--- src/sv/astc_pkg.sv ---
package astc_pkg;

  localparam int unsigned IMAGE_COLUMNS = 80;
  localparam int unsigned DUTY_LIMIT = 800;
  localparam int unsigned CFG_INDEX_W = 1;

  localparam logic [7:0] CEILING_RESET = 8'd150;
  localparam logic [7:0] FLOOR_RESET = 8'd90;
  localparam logic [7:0] GOAL_RESET = 8'd120;
  localparam logic [9:0] DRIVE_RESET = 10'd300;

  localparam logic [6:0] ROWS_RESET = 7'(IMAGE_COLUMNS);
  localparam logic [6:0] ROWS_FULL = 7'(IMAGE_COLUMNS - 5);
  localparam logic [6:0] ROWS_SHORT = 7'(IMAGE_COLUMNS / 2);

  localparam logic [16:0] CALM_Q4 = 17'd112;
  localparam logic [16:0] SHARP_Q4 = 17'd640;

  localparam logic [9:0] DUTY_MAX = 10'(DUTY_LIMIT);
  localparam logic signed [12:0] BRAKE_LIMIT = -13'sd10;

  // Reciprocals scaled by 2**16 for exact division of the bounded magnitudes.
  localparam logic [13:0] RECIP_5 = 14'd13108;
  localparam logic [15:0] RECIP_3 = 16'd21846;

  typedef enum logic [CFG_INDEX_W-1:0] {
    CFG_SPEED_CEILING = 1'b0,
    CFG_SPEED_FLOOR   = 1'b1
  } astc_cfg_index_t;

  typedef struct packed {
    logic [6:0]         track_rows;
    logic signed [15:0] steer_error;
    logic signed [11:0] wheel_speed;
    logic               halt;
  } astc_sample_t;

  typedef struct packed {
    logic [7:0] speed_ceiling;
    logic [7:0] speed_floor;
  } astc_limits_t;

endpackage

--- src/sv/astc_if.sv ---
interface astc_sample_if;
  logic               valid;
  logic               ready;
  logic [6:0]         track_rows;
  logic signed [15:0] steer_error;
  logic signed [11:0] wheel_speed;
  logic               halt;

  modport source (output valid, output track_rows, output steer_error,
                  output wheel_speed, output halt, input ready);
  modport sink (input valid, input track_rows, input steer_error,
                input wheel_speed, input halt, output ready);
endinterface

interface astc_result_if;
  logic       valid;
  logic       ready;
  logic [9:0] motor_duty;
  logic       forward;
  logic [7:0] speed_goal;

  modport source (output valid, output motor_duty, output forward,
                  output speed_goal, input ready);
  modport sink (input valid, input motor_duty, input forward,
                input speed_goal, output ready);
endinterface

interface astc_cfg_if;
  logic                               valid;
  logic                               ready;
  logic [astc_pkg::CFG_INDEX_W-1:0]   index;
  logic [7:0]                         data;

  modport source (output valid, output index, output data, input ready);
  modport sink (input valid, input index, input data, output ready);
endinterface

--- src/sv/adaptive_speed_target_controller_top.sv ---
// One item per cycle while result.ready holds; a stall on the result side holds the pipe.
// The input, goal and output registers form a three-stage pipe.
// The speed goal loop closes in the first stage and the motor loop in the second.
// Reset is synchronous and active high: it empties the pipe and restores the limits,
// the steering, row and goal history, the speed error and the drive level.
module adaptive_speed_target_controller_top (
  input  logic               clk,
  input  logic               rst,
  astc_sample_if.sink        sample,
  astc_result_if.source      result,
  astc_cfg_if.sink           cfg
);

  astc_pkg::astc_limits_t limits;

  logic                   a_valid;
  astc_pkg::astc_sample_t a_item;
  logic                   b_valid;
  logic [7:0]             b_goal;
  logic signed [11:0]     b_wheel;
  logic                   o_valid;
  logic [9:0]             o_duty;
  logic                   o_forward;
  logic [7:0]             o_goal;

  logic                   o_free;
  logic                   b_free;
  logic                   a_free;
  logic                   move_a;
  logic                   move_b;
  logic [7:0]             goal;
  logic [9:0]             duty;
  logic                   forward;

  assign o_free = !o_valid || result.ready;
  assign move_b = b_valid && o_free;
  assign b_free = !b_valid || o_free;
  assign move_a = a_valid && b_free;
  assign a_free = !a_valid || b_free;

  assign sample.ready = a_free;
  assign cfg.ready = 1'b1;

  assign result.valid = o_valid;
  assign result.motor_duty = o_duty;
  assign result.forward = o_forward;
  assign result.speed_goal = o_goal;

  astc_goal u_goal (
    .clk     (clk),
    .rst     (rst),
    .sample  (a_item),
    .limits  (limits),
    .advance (move_a),
    .goal    (goal)
  );

  astc_motor u_motor (
    .clk     (clk),
    .rst     (rst),
    .goal    (b_goal),
    .wheel   (b_wheel),
    .advance (move_b),
    .duty    (duty),
    .forward (forward)
  );

  always_ff @(posedge clk) begin
    if (rst) begin
      limits.speed_ceiling <= astc_pkg::CEILING_RESET;
      limits.speed_floor <= astc_pkg::FLOOR_RESET;
    end else if (cfg.valid) begin
      unique case (cfg.index)
        astc_pkg::CFG_SPEED_CEILING: begin
          limits.speed_ceiling <= cfg.data;
        end
        astc_pkg::CFG_SPEED_FLOOR: begin
          limits.speed_floor <= cfg.data;
        end
      endcase
    end
  end

  always_ff @(posedge clk) begin
    if (rst) begin
      a_valid <= 1'b0;
      b_valid <= 1'b0;
      o_valid <= 1'b0;
    end else begin
      if (a_free) begin
        a_valid <= sample.valid;
      end
      if (b_free) begin
        b_valid <= move_a;
      end
      if (o_free) begin
        o_valid <= move_b;
      end
    end
  end

  always_ff @(posedge clk) begin
    if (sample.valid && a_free) begin
      a_item.track_rows <= sample.track_rows;
      a_item.steer_error <= sample.steer_error;
      a_item.wheel_speed <= sample.wheel_speed;
      a_item.halt <= sample.halt;
    end
    if (move_a) begin
      b_goal <= goal;
      b_wheel <= a_item.wheel_speed;
    end
    if (move_b) begin
      o_duty <= duty;
      o_forward <= forward;
      o_goal <= b_goal;
    end
  end

endmodule

--- src/sv/astc_goal.sv ---
module astc_goal (
  input  logic                   clk,
  input  logic                   rst,
  input  astc_pkg::astc_sample_t sample,
  input  astc_pkg::astc_limits_t limits,
  input  logic                   advance,
  output logic [7:0]             goal
);

  logic [6:0]         prev_rows;
  logic signed [15:0] prev_steer;
  logic [7:0]         prev_goal;

  logic signed [16:0] steer_now;
  logic signed [16:0] steer_old;
  logic [16:0]        a_now;
  logic [16:0]        a_old;
  logic signed [5:0]  bonus;
  logic signed [20:0] sum;
  logic [20:0]        sum_mag;
  logic [27:0]        quot_prod;
  logic [10:0]        quot;
  logic signed [11:0] target;
  logic [7:0]         goal_calc;

  always_comb begin
    steer_now = 17'(sample.steer_error);
    steer_old = 17'(prev_steer);
    a_now = steer_now[16] ? 17'(-steer_now) : 17'(steer_now);
    a_old = steer_old[16] ? 17'(-steer_old) : 17'(steer_old);

    bonus = 6'sd0;
    if (a_now <= astc_pkg::CALM_Q4 && a_old <= astc_pkg::CALM_Q4) begin
      bonus = bonus + 6'sd10;
    end
    if (sample.track_rows > astc_pkg::ROWS_FULL && prev_rows > astc_pkg::ROWS_FULL) begin
      bonus = bonus + 6'sd5;
    end
    if (a_now >= astc_pkg::SHARP_Q4 && a_old > astc_pkg::SHARP_Q4) begin
      bonus = bonus - 6'sd10;
    end
    if (sample.track_rows < astc_pkg::ROWS_SHORT && prev_rows < astc_pkg::ROWS_SHORT) begin
      bonus = bonus - 6'sd5;
    end

    // The sum is kept in units of 1/160 of a speed step.
    sum = 21'sd160 * $signed({13'd0, prev_goal})
        + 21'sd7 * ($signed({4'd0, a_old}) - $signed({4'd0, a_now}))
        + 21'sd80 * ($signed({14'd0, sample.track_rows}) - $signed({14'd0, prev_rows}))
        + 21'sd160 * 21'(bonus);

    // Divide the magnitude by 32 with a shift and by 5 with a reciprocal.
    sum_mag = sum[20] ? 21'(-sum) : 21'(sum);
    quot_prod = 28'(sum_mag[18:5]) * 28'(astc_pkg::RECIP_5);
    quot = quot_prod[26:16];
    target = sum[20] ? -$signed({1'b0, quot}) : $signed({1'b0, quot});

    if (target > $signed({4'd0, limits.speed_ceiling})) begin
      target = $signed({4'd0, limits.speed_ceiling});
    end
    if (target < $signed({4'd0, limits.speed_floor})) begin
      target = $signed({4'd0, limits.speed_floor});
    end
    goal_calc = target[7:0];

    goal = sample.halt ? 8'd0 : goal_calc;
  end

  always_ff @(posedge clk) begin
    if (rst) begin
      prev_rows <= astc_pkg::ROWS_RESET;
      prev_steer <= 16'sd0;
      prev_goal <= astc_pkg::GOAL_RESET;
    end else if (advance && !sample.halt) begin
      prev_rows <= sample.track_rows;
      prev_steer <= sample.steer_error;
      prev_goal <= goal_calc;
    end
  end

endmodule

--- src/sv/astc_motor.sv ---
module astc_motor (
  input  logic               clk,
  input  logic               rst,
  input  logic [7:0]         goal,
  input  logic signed [11:0] wheel,
  input  logic               advance,
  output logic [9:0]         duty,
  output logic               forward
);

  logic signed [12:0] prev_err;
  logic [9:0]         drive_level;

  logic signed [12:0] err;
  logic [11:0]        err_abs;
  logic [30:0]        prop_prod;
  logic [12:0]        prop_mag;
  logic signed [17:0] prop;
  logic signed [17:0] deriv;
  logic signed [17:0] drive;
  logic [17:0]        drive_mag;

  always_comb begin
    err = $signed({5'd0, goal}) - 13'(wheel);
    err_abs = err[12] ? 12'(-err) : err[11:0];

    // err * 200 / 75 equals err * 8 / 3, truncated toward zero.
    prop_prod = 31'({err_abs, 3'b000}) * 31'(astc_pkg::RECIP_3);
    prop_mag = prop_prod[28:16];
    prop = err[12] ? -$signed({5'd0, prop_mag}) : $signed({5'd0, prop_mag});

    deriv = (18'(err) - 18'(prev_err)) * 18'sd8;
    drive = $signed({8'd0, drive_level}) + prop + deriv;

    if (err < astc_pkg::BRAKE_LIMIT) begin
      drive = 18'(err) * 18'sd7;
    end

    forward = !drive[17];
    drive_mag = drive[17] ? 18'(-drive) : 18'(drive);
    duty = (drive_mag > 18'(astc_pkg::DUTY_MAX)) ? astc_pkg::DUTY_MAX : drive_mag[9:0];
  end

  always_ff @(posedge clk) begin
    if (rst) begin
      prev_err <= 13'sd0;
      drive_level <= astc_pkg::DRIVE_RESET;
    end else if (advance) begin
      prev_err <= err;
      drive_level <= duty;
    end
  end

endmodule

--- src/flat_wrapper.sv ---
// flat-port wrapper written by rule: the top's interface ports become plain ports
module adaptive_speed_target_controller_top_flat 
  (clk, rst, sample_valid, sample_track_rows, sample_steer_error, sample_wheel_speed, sample_halt, sample_ready, result_valid, result_motor_duty, result_forward, result_speed_goal, result_ready, cfg_valid, cfg_index, cfg_data, cfg_ready);
  astc_sample_if sample_i ();
  astc_result_if result_i ();
  astc_cfg_if cfg_i ();
  input  logic clk;
  input  logic rst;
  input wire logic [$bits(sample_i.valid)-1:0] sample_valid;
  input wire logic [$bits(sample_i.track_rows)-1:0] sample_track_rows;
  input wire logic [$bits(sample_i.steer_error)-1:0] sample_steer_error;
  input wire logic [$bits(sample_i.wheel_speed)-1:0] sample_wheel_speed;
  input wire logic [$bits(sample_i.halt)-1:0] sample_halt;
  output wire logic [$bits(sample_i.ready)-1:0] sample_ready;
  output wire logic [$bits(result_i.valid)-1:0] result_valid;
  output wire logic [$bits(result_i.motor_duty)-1:0] result_motor_duty;
  output wire logic [$bits(result_i.forward)-1:0] result_forward;
  output wire logic [$bits(result_i.speed_goal)-1:0] result_speed_goal;
  input wire logic [$bits(result_i.ready)-1:0] result_ready;
  input wire logic [$bits(cfg_i.valid)-1:0] cfg_valid;
  input wire logic [$bits(cfg_i.index)-1:0] cfg_index;
  input wire logic [$bits(cfg_i.data)-1:0] cfg_data;
  output wire logic [$bits(cfg_i.ready)-1:0] cfg_ready;
  assign sample_i.valid = sample_valid;
  assign sample_i.track_rows = sample_track_rows;
  assign sample_i.steer_error = sample_steer_error;
  assign sample_i.wheel_speed = sample_wheel_speed;
  assign sample_i.halt = sample_halt;
  assign sample_ready = sample_i.ready;
  assign result_valid = result_i.valid;
  assign result_motor_duty = result_i.motor_duty;
  assign result_forward = result_i.forward;
  assign result_speed_goal = result_i.speed_goal;
  assign result_i.ready = result_ready;
  assign cfg_i.valid = cfg_valid;
  assign cfg_i.index = cfg_index;
  assign cfg_i.data = cfg_data;
  assign cfg_ready = cfg_i.ready;
  adaptive_speed_target_controller_top u_core (.clk(clk), .rst(rst), .sample(sample_i), .result(result_i), .cfg(cfg_i));
endmodule
--- config.mk ---
export PLATFORM = sky130hd
export DESIGN_NAME = adaptive_speed_target_controller_top_flat
export DESIGN_NICKNAME = d
export VERILOG_FILES = /design/src/sv/astc_pkg.sv /design/src/sv/astc_if.sv /design/src/sv/adaptive_speed_target_controller_top.sv /design/src/sv/astc_goal.sv /design/src/sv/astc_motor.sv /design/src/flat_wrapper.sv
export SDC_FILE = /design/constraint.sdc
export NUM_CORES = 1
export LEC_CHECK = 0
export ABC_AREA = 1
export BUFFER_PORTS_ARGS = -buffer_cell sky130_fd_sc_hd__buf_2
export CORE_MARGIN = 10
export CORE_UTILIZATION = 63
export DETAILED_ROUTE_END_ITERATION = 10
export PLACE_DENSITY_LB_ADDON = 0.25
export REMOVE_ABC_BUFFERS = 1
export SYNTH_ARGS = -nofsm -noshare
export SYNTH_HDL_FRONTEND = slang
export SYNTH_SLANG_ARGS = --single-unit
--- constraint.sdc ---
create_clock -name clk -period 38.5 [get_ports clk]
set_clock_uncertainty 0.2 [all_clocks]
set_input_delay 5.775 -clock clk [delete_from_list [all_inputs] [get_ports clk]]
set_output_delay 5.775 -clock clk [all_outputs]
set_load 0.03 [all_outputs]
Yosys cells after proc, flatten, opt, wreduce, memory -nomap -nowiden
Index checks and enable logic that the tools add are counted.
{"block": "word_totals", "reg_bits": 148, "out_inout_bits": 22, "elab_cells": 91}
{"block": "op_classes", "n_addsub": 19, "mul": 7, "order_cmp": 12, "mux": 15, "n_bitwise": 1, "n_reduce_logical": 18}
{"op": "2-to-1 mux 18 bit", "count": 3}
{"op": "2-to-1 mux 12 bit", "count": 3}
{"op": "<= comparator 17 x 7 -> 1 bit (second input constant)", "count": 2}
{"op": "2-to-1 mux 17 bit", "count": 2}
{"op": "negation 16 -> 17 bit", "count": 2}
{"op": "multiplier 12 x 14 -> 25 bit (second input constant)", "count": 1}
{"op": "multiplier 14 x 12 -> 25 bit (second input constant)", "count": 1}
{"op": "adder 17 x 21 -> 21 bit", "count": 1}
{"op": "adder 21 x 15 -> 21 bit", "count": 1}
{"op": "adder 21 x 16 -> 21 bit", "count": 1}
{"op": "multiplier 4 x 18 -> 21 bit (first input constant)", "count": 1}
{"op": "2-to-1 mux 19 bit", "count": 1}
{"op": "negation 19 bit", "count": 1}
{"op": "adder 11 x 18 -> 18 bit", "count": 1}
{"op": "adder 18 x 17 -> 18 bit", "count": 1}
{"op": "greater-than comparator 18 x 10 -> 1 bit (second input constant)", "count": 1}
{"op": "2-to-1 mux 6 bit", "count": 3}
{"op": "negation 13 -> 18 bit", "count": 1}
{"op": "negation 18 bit", "count": 1}
{"op": "subtractor 17 x 17 -> 18 bit", "count": 1}
{"op": ">= comparator 17 x 10 -> 1 bit (second input constant)", "count": 1}
{"op": "greater-than comparator 17 x 10 -> 1 bit (second input constant)", "count": 1}
{"op": "multiplier 13 x 4 -> 17 bit (second input constant)", "count": 1}
{"op": "greater-than comparator 7 bit (second input constant)", "count": 2}
{"op": "other kinds (23)", "count": 38}

Depth between registers and ports, before layout
Gate-level depths: netlist of run 1.
{"block": "depth", "word_depth": 22, "mapped_depth": 91, "mapped_depth_nobuf": 89}

Cells and area by module
A second synthesis of run 1 with hierarchy kept.
{"block": "unflattened", "cells_unflattened": 2955, "hier_area_um2": 22685.5}
{"mod": "astc_goal", "n_inst": 1, "cells_each": 1468, "area_per_inst_um2": 10933.0}
{"mod": "astc_motor", "n_inst": 1, "cells_each": 1321, "area_per_inst_um2": 8778.4}
{"mod": "adaptive_speed_target_controller_top", "n_inst": 1, "cells_each": 166, "area_per_inst_um2": 2974.1}

Worst setup path after synthesis of run 1
No wires, ideal clock.
{"block": "synth_timing", "path_kind": "register -> register", "startpoint": "register u_core.u_goal.prev_steer[0]", "endpoint": "register u_core.b_goal[3], data pin", "t_arrival_ns": 14.860, "required_time_ns": 38.035, "path_slack_ns": 23.176, "stages_incl_launch_ff": 82, "synth_period_minus_slack_ns": 15.324, "path_cell_list": "dfxtp_1 nor3_1 nand3_1 nor3_1 nand3_1 nor2_1 nor2_1 xor2_1 nor4_1 nand4_1 nand3b_1 ha_1 nand2_1 o21ai_0 o21ai_0 nand4_1 nor2_1 xor2_1 [46 not listed] nand4_1 o221ai_1 o21ai_0 nand2_1 nor2_1 nand2_1 nand2_1 clkbuf_1 o21ai_0 ha_1 a21oi_1 nor2_1 a211oi_1 nand2_2 nand2_2 nand2_1 nand2_1 nor2_1"}
{"block": "synth_via", "elab_chain_len": 22, "elab_cells_between_ends": 28}
{"element": "start: declaration", "line": "astc_goal.sv:11", "text": "logic signed [15:0] prev_steer;"}
{"element": "start signal: assignment", "line": "astc_goal.sv:76", "text": "prev_steer <= sample.steer_error;"}
{"element": "negation 16 -> 17 bit", "line": "astc_goal.sv:30", "text": "a_old = steer_old[16] ? 17'(-steer_old) : 17'(steer_old);"}
{"element": "2-to-1 mux 17 bit *", "line": "astc_goal.sv:30"}
{"element": "parallel branches: the longest is 10 deep, another holds multiplier 4 x 18 -> 21 bit"}
{"element": "adder 21 x 15 -> 21 bit *", "line": "astc_goal.sv:50", "text": "+ 21'sd160 * 21'(bonus);"}
{"element": "negation 19 bit", "line": "astc_goal.sv:53", "text": "sum_mag = sum[20] ? 21'(-sum) : 21'(sum);"}
{"element": "2-to-1 mux 19 bit", "line": "astc_goal.sv:53"}
{"element": "multiplier 14 x 12 -> 25 bit", "line": "astc_goal.sv:54", "text": "quot_prod = 28'(sum_mag[18:5]) * 28'(astc_pkg::RECIP_5);"}
{"element": "negation 11 -> 12 bit", "line": "astc_goal.sv:56", "text": "target = sum[20] ? -$signed({1'b0, quot}) : $signed({1'b0, quot});"}
{"element": "2-to-1 mux 12 bit *", "line": "astc_goal.sv:56"}
{"element": "greater-than comparator 12 x 9 -> 1 bit", "line": "astc_goal.sv:58", "text": "if (target > $signed({4'd0, limits.speed_ceiling})) begin"}
{"element": "2-to-1 mux 12 bit *", "line": "astc_goal.sv:58"}
{"element": "less-than comparator 12 x 9 -> 1 bit", "line": "astc_goal.sv:61", "text": "if (target < $signed({4'd0, limits.speed_floor})) begin"}
{"element": "2-to-1 mux 8 bit *", "line": "astc_goal.sv:61"}
{"element": "end signal: assignment", "line": "adaptive_speed_target_controller_top.sv:110", "text": "b_goal <= goal;"}
{"element": "end: declaration", "line": "adaptive_speed_target_controller_top.sv:19", "text": "logic [7:0] b_goal;"}
Every way passes the cells marked *.
A chain may end at the register's enable or synchronous reset.

Final worst setup path of run 1
Same ends and word-level chain as after synthesis.

==> results.cfg, run 1 <==
[status]
status = complete, no violations

[detailed_routing]
drt_pass1_iterations = 5
drcViolationCount = 0
wire_per_inst_um = 15.8
ant_nets = 0
viasPerCell = 5.49
via_count = 18722
drt-total-wl_mm = 53.8
drt_iter0_drc = 991

[timing]
hold_viol_final = 0
post-route-period-util_pct = 45.9
hold_ws_ns = 0.220
rsz0062_at_grt = false
drv_slew = 0
period_needed_ns = 17.67
tightest_slew_ns = 1.18
setup_tns_ns = 0
max_freq_ghz = 0.0566
max-slew-margin-rel_pct = 20.8
finalSetupViolations = 0

[floorplan]
die_h_um = 209
io-pin-count = 72
dieArea_um2 = 43500
row_count = 69
initial_core_util_pct = 63.4
fp.dieW_um = 209
core-area_um2 = 35300

[logic_synthesis]
ys_ff_latch = 148
postSynthCellCount = 2874
syn_area_per_cell_um2 = 7.79
ys_warn_count = 0
synth_enable_flop_cells = 75
synth.cell_area_um2 = 22400
async_flop_share_pct = 0
ys_seq_area_share_pct = 16.6
synth_ff_type = edfxtp_1
ys_types = 63

[setup_path]
crit_required_ns = 38.46
cp_max_fo = 15
max_stage_delay_ns = 0.98
worstPathArrival_ns = 17.63
cp-end-kind = flip-flop
critPathKind = reg -> reg
slowest_stage = o31ai_1
cp-start-kind = flip-flop

[clocking]
cts_setup_buffers = 0
cts_resized = 0
cts_num_sinks = 148
cts_hold_buf = 0
insertion_delay_ns = 0.43
cts_tree = done
clk_pin_slew_ns = 0.06
cts-root-buf = clkbuf_16
numCtsBuffers = 17
clockBufferDepth = 2
htreeDepth = 4

[global_route]
grt-ovfl-total = 0
antenna_found_initial = 0
grt_usage_pct = 24.5
grt_pass1_wl_mm = 89.4
grt_max_degree = 57
grt_pass1_vias = 18810

[layout]
syn_to_final_growth_pct = 6.29
final_area_um2 = 23800
drive_gt1_share_pct = 6.17
nets = 3527
n_antenna_cell = 0

[placement]
dp_hpwl_mm = 45.5
gp_congestion = 0.931
post_dp_cell_area_um2 = 23200
io_buffers = 70

[run]
drv_cap = 0

[min_path]
hold_path.class = reg -> reg
[area by class of cell]
| type | instances | area (um2) |
|---|---|---|
| Multi-Input combinational cell | 2041 | 16100 |
| Timing Repair Buffer | 74 | 380 |
| Clock inverter | 11 | 114 |
| Clock buffer | 21 | 492 |
| Tap cell | 461 | 577 |
| Sequential cell | 148 | 3710 |
| Inverter | 653 | 2450 |
| Fill cell | 2991 | 11500 |
[Yosys cell counts (all sizes together), types with 13 or more instances]
cell type / count / area (um2)
nor2: 166 / 653
nand4: 27 / 169
a21oi: 214 / 1090
nor4: 13 / 81.3
nand2: 458 / 1780
clkbuf: 25 / 93.8
dfxtp: 73 / 1460
ha: 371 / 4640
o21bai: 16 / 124
xnor2: 52 / 463
nand3: 144 / 808
o21ai: 145 / 752
nand3b: 17 / 128
nor3: 25 / 145
inv: 650 / 2440
fa: 171 / 3420
a21o: 13 / 97.6
xor2: 133 / 1170
o211ai: 17 / 128
edfxtp: 75 / 2250
[cell usage in the layout, fill, tap and decap left out, types with 18 or more instances in the layout]
| master | instances |
|---|---|
| inv_1 | 642 |
| nand2_1 | 444 |
| ha_1 | 371 |
| a21oi_1 | 208 |
| fa_1 | 171 |
| nor2_1 | 157 |
| xor2_1 | 132 |
| o21ai_0 | 128 |
| nand3_1 | 128 |
| edfxtp_1 | 75 |
| dfxtp_1 | 73 |
| buf_2 | 70 |
| xnor2_1 | 51 |
| nand4_1 | 27 |
| nor3_1 | 21 |
| clkbuf_16 | 18 |
[state kept, by name (all words and copies together) (netlist names)]
register,count
u_core.result.forward,1
u_core.a_item,36
u_core.u_goal.prev_steer,16
u_core.b_valid,1
u_core.u_motor.drive_level,10
u_core.result.motor_duty,10
u_core.limits,16
u_core.u_goal.prev_goal,8
u_core.result.valid,1
u_core.u_goal.prev_rows,7
u_core.b_goal,8
u_core.b_wheel,12
u_core.a_valid,1
u_core.u_motor.prev_err,13
u_core.result.speed_goal,8
[cell families (layout without fill, tap and decap cells)]
logic type | count (synthesis) | after routing | share of synthesized area [%]
xor gates and xnor gates | 185 | 185 | 7.30
AOI/OAI and AO/OA | 440 | 440 | 11.0
and+or+nand+nor | 871 | 871 | 17.4
other | 2 | 3 | 0.0335
buffers and inverters | 686 | 759 | 11.7
adders and majority gates | 542 | 542 | 36.0
DFF | 148 | 148 | 16.6
[metal layers]
layer  vias to the layer above  track usage (%)  part of all wire (%)
li1                       9344                -                     -
met1                      8855             28.8                    42
met2                       402             45.1                    51
met3                       121             2.19                   3.1
met4                         0             9.18                   3.7
met5                         -                0                     0
[through the flow]
stage	utilization (%)	cells	worst slack (ns)
final	67.4	3409	20.83
after global routing	67.4	3409	19.19
after CTS	67.4	3409	21.06
after detailed placement	65.7	3377	21.12
after global placement	65.7	3377	21.64
after floorplan	-	2842	23.26
[path summary, 6_finish.rpt]
kind                                            start                        endpoint  slack, ns  cells past startpoint
max          u_core.u_goal.prev_steer[0]$_SDFFE_PP0P_  u_core.b_goal[3]$_SDFFCE_PP0P_      20.83                     70
min                        u_core.a_item[7]$_DFFE_PP_     u_core.b_wheel[6]$_DFFE_PP_       0.22                      0
max reg2reg  u_core.u_goal.prev_steer[0]$_SDFFE_PP0P_  u_core.b_goal[3]$_SDFFCE_PP0P_      20.83                     70
min reg2reg                u_core.a_item[7]$_DFFE_PP_     u_core.b_wheel[6]$_DFFE_PP_       0.22                      0
[critical path: cells and delay by family (launching register included)]
kind	cells	cell delay [ns]
XOR/XNOR	5	1.67
buffers and inverters	7	0.54
flip-flops	1	0.34
AO/OA/AOI/OAI	9	2.82
AND/OR/NAND/NOR	34	5.42
adder cells (fa/ha/maj)	15	6.36
Power of run 1 is left out: the tool's default activity adds up to more than one toggle a clock period on the data nets, which glitch-free logic cannot reach.
==> run 2, diff against run 1 <==
- clock period: 38.5 -> 17.85 ns (I/O delays scaled with it)
==> results.cfg, run 2 (synthesized netlist as in run 1, its figures left out) <==
[layout]
reg.largest.list = u_core.a_item: 36 flops, u_core.limits: 16 flops, u_core.u_goal.prev_steer: 16 flops
seqCellArea_um2 = 3710
layout_common_cells = inv_1, nand2_1, ha_1, a21oi_1, fa_1
final_core_util_pct = 67.6
syn_to_final_growth_pct = 6.50
mostFrequentLayoutCell = inv_1
fill_cells = 2963
nets = 3532
largest_register_ffs = 36
final_area_um2 = 23900
multi_input_area_um2 = 16200
n_antenna_cell = 0
drive_gt1_share_pct = 6.74
largest-register = u_core.a_item

[floorplan]
fp.dieW_um = 209
die_h_um = 209
initial_core_util_pct = 63.4
row_count = 69
dieArea_um2 = 43500
io-pin-count = 72
core-area_um2 = 35300

[placement]
place_ws_ns = 0.747
io_buffers = 70
gp_congestion = 0.949
dp_hpwl_mm = 45.7
post_dp_cell_area_um2 = 23200

[clocking]
cts_hold_buf = 0
insertion_delay_ns = 0.43
cts-root-buf = clkbuf_16
cts_tree = done
clockBufferDepth = 2
cts_num_sinks = 148
clk_pin_slew_ns = 0.06
numCtsBuffers = 17
htreeDepth = 4

[global_route]
grt_max_degree = 57
grt-ovfl-total = 0
grt_pass1_vias = 18823
antenna_found_initial = 0
grt_usage_pct = 24.5
grt_pass1_wl_mm = 89.9

[timing]
hold_viol_final = 0
max-slew-margin-rel_pct = 44.9
drv_slew = 0
max_freq_ghz = 0.0602
timing.final.ws_setup_ns = 1.24
post-route-period-util_pct = 93.0
hold_ws_ns = 0.218
tightest_slew_ns = 0.825
finalSetupViolations = 0
period_needed_ns = 16.61

[setup_path]
slowest_stage = fa_1
critPathKind = reg -> reg
crit_family = adder cells
worstPathArrival_ns = 16.57
cp-end-kind = flip-flop
cp-start-kind = flip-flop
crit_required_ns = 17.81
cp_max_fo = 15
max_stage_delay_ns = 0.57
cp.buffers_inverters = 12

[detailed_routing]
wire_per_inst_um = 15.8
drt_pass1_iterations = 5
drt_iter0_drc = 958
via_count = 18578
ant_nets = 0
drcViolationCount = 0
viasPerCell = 5.44
drt-total-wl_mm = 53.9

[status]
status = complete, no violations

[run]
drv_cap = 0

[min_path]
hold_path.class = reg -> reg
## run 2: cell types whose count changed in the layout (fill, tap and decap cells not counted), sizes merged
cell | before | now
clkinvlp | 0 | 4
clkinv | 8 | 6
inv | 655 | 658
clkbuf | 21 | 17
bufinv | 1 | 0
buf | 74 | 79
## run 2: metrics by stage
step	cells	setup TNS [ns]
after CTS	3410	0
after global routing	3414	-0.631
final	3414	0
after floorplan	2842	0
after detailed placement	3378	0
after global placement	3378	0
## run 2: final timing paths
| path | slack (ns) | start | endpoint | cells after the start |
|---|---|---|---|---|
| min | 0.22 | u_core.a_item[1]$_DFFE_PP_ | u_core.b_wheel[0]$_DFFE_PP_ | 0 |
| max | 1.24 | u_core.u_goal.prev_steer[0]$_SDFFE_PP0P_ | u_core.b_goal[5]$_SDFFCE_PP0P_ | 82 |
| min reg2reg | 0.22 | u_core.a_item[1]$_DFFE_PP_ | u_core.b_wheel[0]$_DFFE_PP_ | 0 |
| max reg2reg | 1.24 | u_core.u_goal.prev_steer[0]$_SDFFE_PP0P_ | u_core.b_goal[5]$_SDFFCE_PP0P_ | 82 |
## run 2: cell type report
type | count | area share [%]
multi-input cells | 2041 | 67.7
flip-flops and latches | 148 | 15.6
inverters | 653 | 10.3
well taps | 461 | 2.42
clock buffers | 17 | 1.78
repair buffers | 79 | 1.75
clock inverters | 15 | 0.488
## run 2: timing repair
item / CTS / global route
setup endpoints to repair: 0 / 16
setup buffers: 0 / 4
gates resized for setup: 0 / 17
## run 2: per-layer routing
metal  track usage [%]  wire [um]
met1              28.8      22700
met2              45.4      27900
met3              2.13       1500
met4              8.58       1810
met5                 0          0
## run 2: worst register-to-register path: cells and delay by family (launching register included)
family	cells	cell delay (ns)
simple gates	36	4.72
xor+xnor	6	1.46
buf+inv	12	0.94
flops	1	0.33
compound gates	12	2.20
fa+ha+maj	16	6.51
Power of run 2 is left out for the same reason.
